`config.mk`:
```
export PLATFORM = sky130hd
export DESIGN_NAME = sit_cell
export DESIGN_NICKNAME = d
export VERILOG_FILES = /design/src/design/sit_pkg.sv /design/src/design/sit_cell.sv
export SDC_FILE = /design/constraint.sdc
export NUM_CORES = 1
export LEC_CHECK = 0
export BUFFER_PORTS_ARGS = -buffer_cell sky130_fd_sc_hd__buf_2
export CAP_MARGIN = 20
export CORE_MARGIN = 3
export CORE_UTILIZATION = 46
export DETAILED_ROUTE_END_ITERATION = 16
export PLACE_DENSITY = 0.8
export SKIP_CTS_REPAIR_TIMING = 1
export SLEW_MARGIN = 15
export SYNTH_ARGS = -nofsm -noshare
export SYNTH_HDL_FRONTEND = slang
export SYNTH_SLANG_ARGS = --single-unit
```
`constraint.sdc`:
```
create_clock -name aclk -period 4.19 [get_ports aclk]
set_input_delay 0.2095 -clock aclk [delete_from_list [all_inputs] [get_ports aclk]]
set_output_delay 0.2095 -clock aclk [all_outputs]
set_load 0.01 [all_outputs]
```
`src/design/sit_pkg.sv`:
```
// Shared types and constants for the sorted insert table.
package sit_pkg;

    localparam int CAP_W      = 7;
    localparam int POS_W      = 6;
    localparam int CNT_OUT_W  = 7;
    localparam int KEY_PORT_W = 32;
    localparam int STATUS_W   = 2;

    localparam logic [CAP_W-1:0] CAP_RESET = 7'd64;

    typedef enum logic [1:0] {
        KIND_INSERT = 2'd0,
        KIND_LOOKUP = 2'd1,
        KIND_REMOVE = 2'd2,
        KIND_NOP    = 2'd3
    } kind_t;

    typedef enum logic [STATUS_W-1:0] {
        ST_OK    = 2'd0,
        ST_FULL  = 2'd1,
        ST_RANGE = 2'd2
    } status_t;

    typedef struct packed {
        logic ins;       // insert commits this cycle
        logic rem;       // remove commits this cycle
        logic occupied;  // cell index below count
        logic from_pos;  // cell index at or above remove position
    } cell_ctl_t;

endpackage

```
`src/design/sit_cell.sv`:
```
// One storage cell of the sorted chain: holds a key and shifts with its neighbors.
module sit_cell #(
    parameter int KEY_WIDTH = 32
) (
    input  logic                 aclk,
    input  sit_pkg::cell_ctl_t   ctl,
    input  logic [KEY_WIDTH-1:0] key_in,
    input  logic [KEY_WIDTH-1:0] left_key,
    input  logic                 left_go,
    input  logic [KEY_WIDTH-1:0] right_key,
    output logic [KEY_WIDTH-1:0] key_out,
    output logic                 go
);
    import sit_pkg::*;

    logic [KEY_WIDTH-1:0] key_reg;
    logic [KEY_WIDTH-1:0] key_next;

    // go: this cell sits at or after the insert slot
    assign go      = !(ctl.occupied && (key_reg < key_in));
    assign key_out = key_reg;

    always_comb begin
        key_next = key_reg;
        if (ctl.ins && go) begin
            key_next = left_go ? left_key : key_in;
        end else if (ctl.rem && ctl.from_pos) begin
            key_next = right_key;
        end
    end

    always_ff @(posedge aclk) begin
        key_reg <= key_next;
    end

endmodule
```
Word level (Yosys, flattened, before mapping) --
Index checks and enable logic that the tools add are counted.
Storage, ports and cells: bits of input ports 102, register bits after elaboration 32, logic and storage cells 10
Cells by class: mux-type cells 3, reduce and logical (&&, ||, !) cells 5, magnitude comparators 1
Operator list (number):
- $mux 32 | 3
- $lt 32x32->1 | 1
- $logic_and 1x1->1 | 3
- $reduce_bool 2->1 | 1
- $logic_not 1->1 | 1

Longest topological paths before layout --
depth in word-level cells 5, gate-level depth with buffers 9, gate-level depth less buffers 8

Worst setup path after synthesis --
Ideal clock, no wire load.
kind register to register, start register key_reg[14] (netlist: key_out[14]), end register key_reg[0] (netlist: key_out[0]) (enable), period minus slack after synthesis 3.400 ns, cell stages (with the launch flop) 9, path slack 0.790 ns, arrival time 3.010 ns, buffers on the path 1, library setup time 0.389 ns, required time 3.801 ns, path through edfxtp_1 > ha_1 > nand4_1 > or4_1 > or4_1 > a31oi_1 > o21ai_2 > buf_6 > nand2_1
Between the ends: word-level cells in the longest chain between the ends 5
RTL lines:
- start, declared | line sit_cell.sv:16 | logic [KEY_WIDTH-1:0] key_reg;
- start signal, assigned | line sit_cell.sv:33 | key_reg <= key_next;
- $lt 32x32->1 | line sit_cell.sv:20 | assign go = !(ctl.occupied && (key_reg < key_in));
- $logic_and 1x1->1 | line sit_cell.sv:20
- $logic_not 1->1 | line sit_cell.sv:20
- $logic_and 1x1->1 | line sit_cell.sv:25 | if (ctl.ins && go) begin
- $reduce_bool 2->1 (no line)
Every way passes these cells. A chain may end at the register's enable or synchronous reset.

Worst setup path after layout --
start register key_reg[14] (netlist: key_out[14]), end register key_reg[18] (netlist: key_out[18]) (data pin)
Between the ends: word-level cells in the longest chain between the ends 5
RTL lines:
- $lt 32x32->1 | line sit_cell.sv:20
- $logic_and 1x1->1 | line sit_cell.sv:20
- $logic_not 1->1 | line sit_cell.sv:20
- $logic_and 1x1->1 | line sit_cell.sv:25
- $mux 32 | line sit_cell.sv:25
- net key_next[18] | line sit_cell.sv:17 | logic [KEY_WIDTH-1:0] key_next;
The timed path passes the listed nets, and every way through them passes these cells.

==> run summary <==
Status - finished, final reports clean
Full die area - 0.00651 mm²
# fillers - 478
Vias in the first global route - 2394
Final Core Density - 65.0%
Synth Cell Area - 0.00257 mm²
Max incr delay on CP - 530 ps
Yosys cell types - 25
Sequential area share after synthesis - 37.4%
Worst R2R Path Depth - 8
Register Area - 961 µm²
Final setup viols - 0
DRC - 0
Fin crit share - 78.3%
Die Y - 80.7 µm
Worst-Skew Late Latency - 290 ps
Final HPWL DP - 5480 µm
Critical path launch point - key_out[14]
Slew HR - 38.1%
WL per Instance - 14.7 µm
Root Buffer - clkbuf_8
Largest net degree at the start of global routing - 64
Reg-to-reg critical path startpoint - key_out[14]
Peak supply drop - 0.000168 V
Port Buffer Count - 134
Worst setup EP type - flop
Hold/Removal Path Class - primary input to flop
Worst Path Max Fanout - 19
Final Hold Vio Count - 0
Row count - 26
Crit-path cells - ha_1, nand4_1, or4_1, or4_1, a31oi_1, o21ai_4, buf_4, mux2_4
Worst hold path depth - 2
Max FFs per register - 32
IO Pins - 135
#FFs+latches synth - 32
Final min period - 3280 ps
Share of cells above drive strength 1 - 46.0%
Initial Utilization - 49.0%
DR iter-0 viols - 99
H-tree levels - 2
Crit path arrival time - 3320 ps
Lkg Pwr - 1.79 nW
N_diodes - 0
Cell mode on critical path - or4_1
Gr usage total - 21.0%
Fin area - 0.00340 mm²
Max clock buf depth - 2
RSZ-0062 raised after global routing - false
Worst Max-Slew Pin Slew - 929 ps
CTS tree - done
Max-cap viol count - 0
Vias per Instance - 5.08
CTS Buf Count - 5
P per Cell Area - 310 mW/mm²
Avg Inst Size Synth - 10.1 µm²
Antenna viol nets, final - 0
Final std cells w/o fill - 459
First-pass GRT wire length - 10400 µm
Area Overhead vs Synth - 32.6%
Hold_sp - right_key[15]
Synthesis Warnings - 0
Critical path data required time - 4230 ps
Clock slew at reported path FFs - 70 ps
Syn Nets - 387
Final layout net count - 521
Via count - 2333
Clk sinks - 32
Critical path's top delay family - simple AND/OR/NAND/NOR gates
Multi-input gate area - 0.00143 mm²
Initial antenna violation count - 0
Final wirelength - 6770 µm
WP buf/inv - 1
Setup Skew - 10.2 ps
Placer congestion estimate - 0.754
Pre-Repair DR Iteration Count - 5
Placeable core area - 0.00524 mm²
Fin. max-slew vios - 0
WS Path Type - flop to flop
GR Overflow Total - 0
CP max stage cell - or4_1
Crit start category - flop
Placed Cells - 451
Die width - 80.7 µm
Highest clock rate - 305 MHz
Area after DPL - 0.00330 mm²
Critical path depth - 8
Post-Synthesis Cells - 254
Setup TNS - 0 ps
-- cell usage after synthesis --
cell / number / share of area (%)
ha_1: 31 / 15
nor3_1: 1 / 0.19
mux2_2: 4 / 1.8
nand2_1: 45 / 6.6
clkbuf_1: 7 / 1.0
o21a_1: 1 / 0.29
nor4_1: 1 / 0.24
nand4_1: 4 / 0.97
nand3_1: 1 / 0.19
nand4b_1: 1 / 0.34
a21oi_1: 12 / 2.3
o21ai_2: 1 / 0.34
a221oi_1: 2 / 0.68
inv_1: 32 / 4.7
nand2b_1: 1 / 0.24
a31oi_1: 1 / 0.24
nor2_1: 5 / 0.73
a2111oi_0: 1 / 0.34
a2bb2oi_1: 1 / 0.34
mux2_4: 29 / 17
o21ai_0: 35 / 6.8
buf_6: 3 / 1.3
or2_2: 1 / 0.24
edfxtp_1: 32 / 37
or4_1: 2 / 0.58
-- worst reg2reg max path, cell delays in order, from the launching register on --
cell and delay, ps:
edfxtp_1 380, ha_1 330, nand4_1 170, or4_1 530
or4_1 400, a31oi_1 310, o21ai_4 240, buf_4 320
mux2_4 340
-- power by group --
| part | switching, mW | leakage, nW | internal (mW) | total (mW) |
|---|---|---|---|---|
| combinational | 0.167 | 1.42 | 0.170 | 0.337 |
| sequential | 0.0199 | 0.316 | 0.404 | 0.424 |
| clock | 0.118 | 0.0552 | 0.176 | 0.294 |
-- layout make-up --
class	count	share of cell area, %
multi-input cells	180	42.1
flip-flops and latches	32	28.2
repair buffers	137	20.4
inverters	32	3.53
well taps	70	2.57
clock buffers	6	2.13
clock inverters	2	1.03
-- per-layer routing --
metal	vias to the layer above	global-route usage [%]	routed length, µm	share of wire (%)
met2	100	39.9	3470	51
met1	1058	21.5	2560	38
met4	0	7.94	92	1.4
met5	-	0	0	0
li1	1167	-	-	-
met3	8	5.94	647	9.6
-- cell usage in the layout, fill, tap and decap left out --
cell	count
a2111oi_0	1
a21oi_1	12
a221oi_1	2
a2bb2oi_1	1
a31oi_1	1
buf_2	134
buf_4	3
bufinv_16	1
clkbuf_1	1
clkbuf_8	5
clkinv_2	1
edfxtp_1	32
ha_1	31
inv_1	32
mux2_2	4
mux2_4	29
nand2_1	45
nand2b_1	1
nand3_1	1
nand4_1	4
nand4b_1	1
nor2_1	5
nor3_1	1
nor4_1	1
o21a_1	1
o21ai_0	35
o21ai_4	1
or2_2	1
or4_1	2
-- cell families (layout without fill, tap and decap cells) --
family,count (synthesis),after routing,share of synthesized area (%)
fa+ha+maj,31,31,15.1
compound gates,54,54,11.4
simple gates,62,62,10.3
mux,33,33,18.7
flops,32,32,37.4
buf+inv,42,177,7.02
-- metrics by stage --
| stage | hold WS (ps) | total power, mW | setup WS, ps |
|---|---|---|---|
| 3_5_place_dp | 513 | 0.769 | 908 |
| 4_1_cts | 209 | 1.06 | 897 |
| 3_3_place_gp | 512 | 0.753 | 1010 |
| 6_report | 212 | 1.05 | 910 |
| 2_1_floorplan | 427 | 0.638 | 790 |
| 5_1_grt | 211 | 1.11 | 729 |
-- path summary, 6_finish.rpt --
kind / to / slack, ps
setup reg to reg: key_out[18] / 910
setup / recovery: key_out[18] / 910
hold / removal: key_out[15] / 210
hold reg to reg: key_out[28] / 1230
Note: power is estimated with default switching activity, not from simulation.
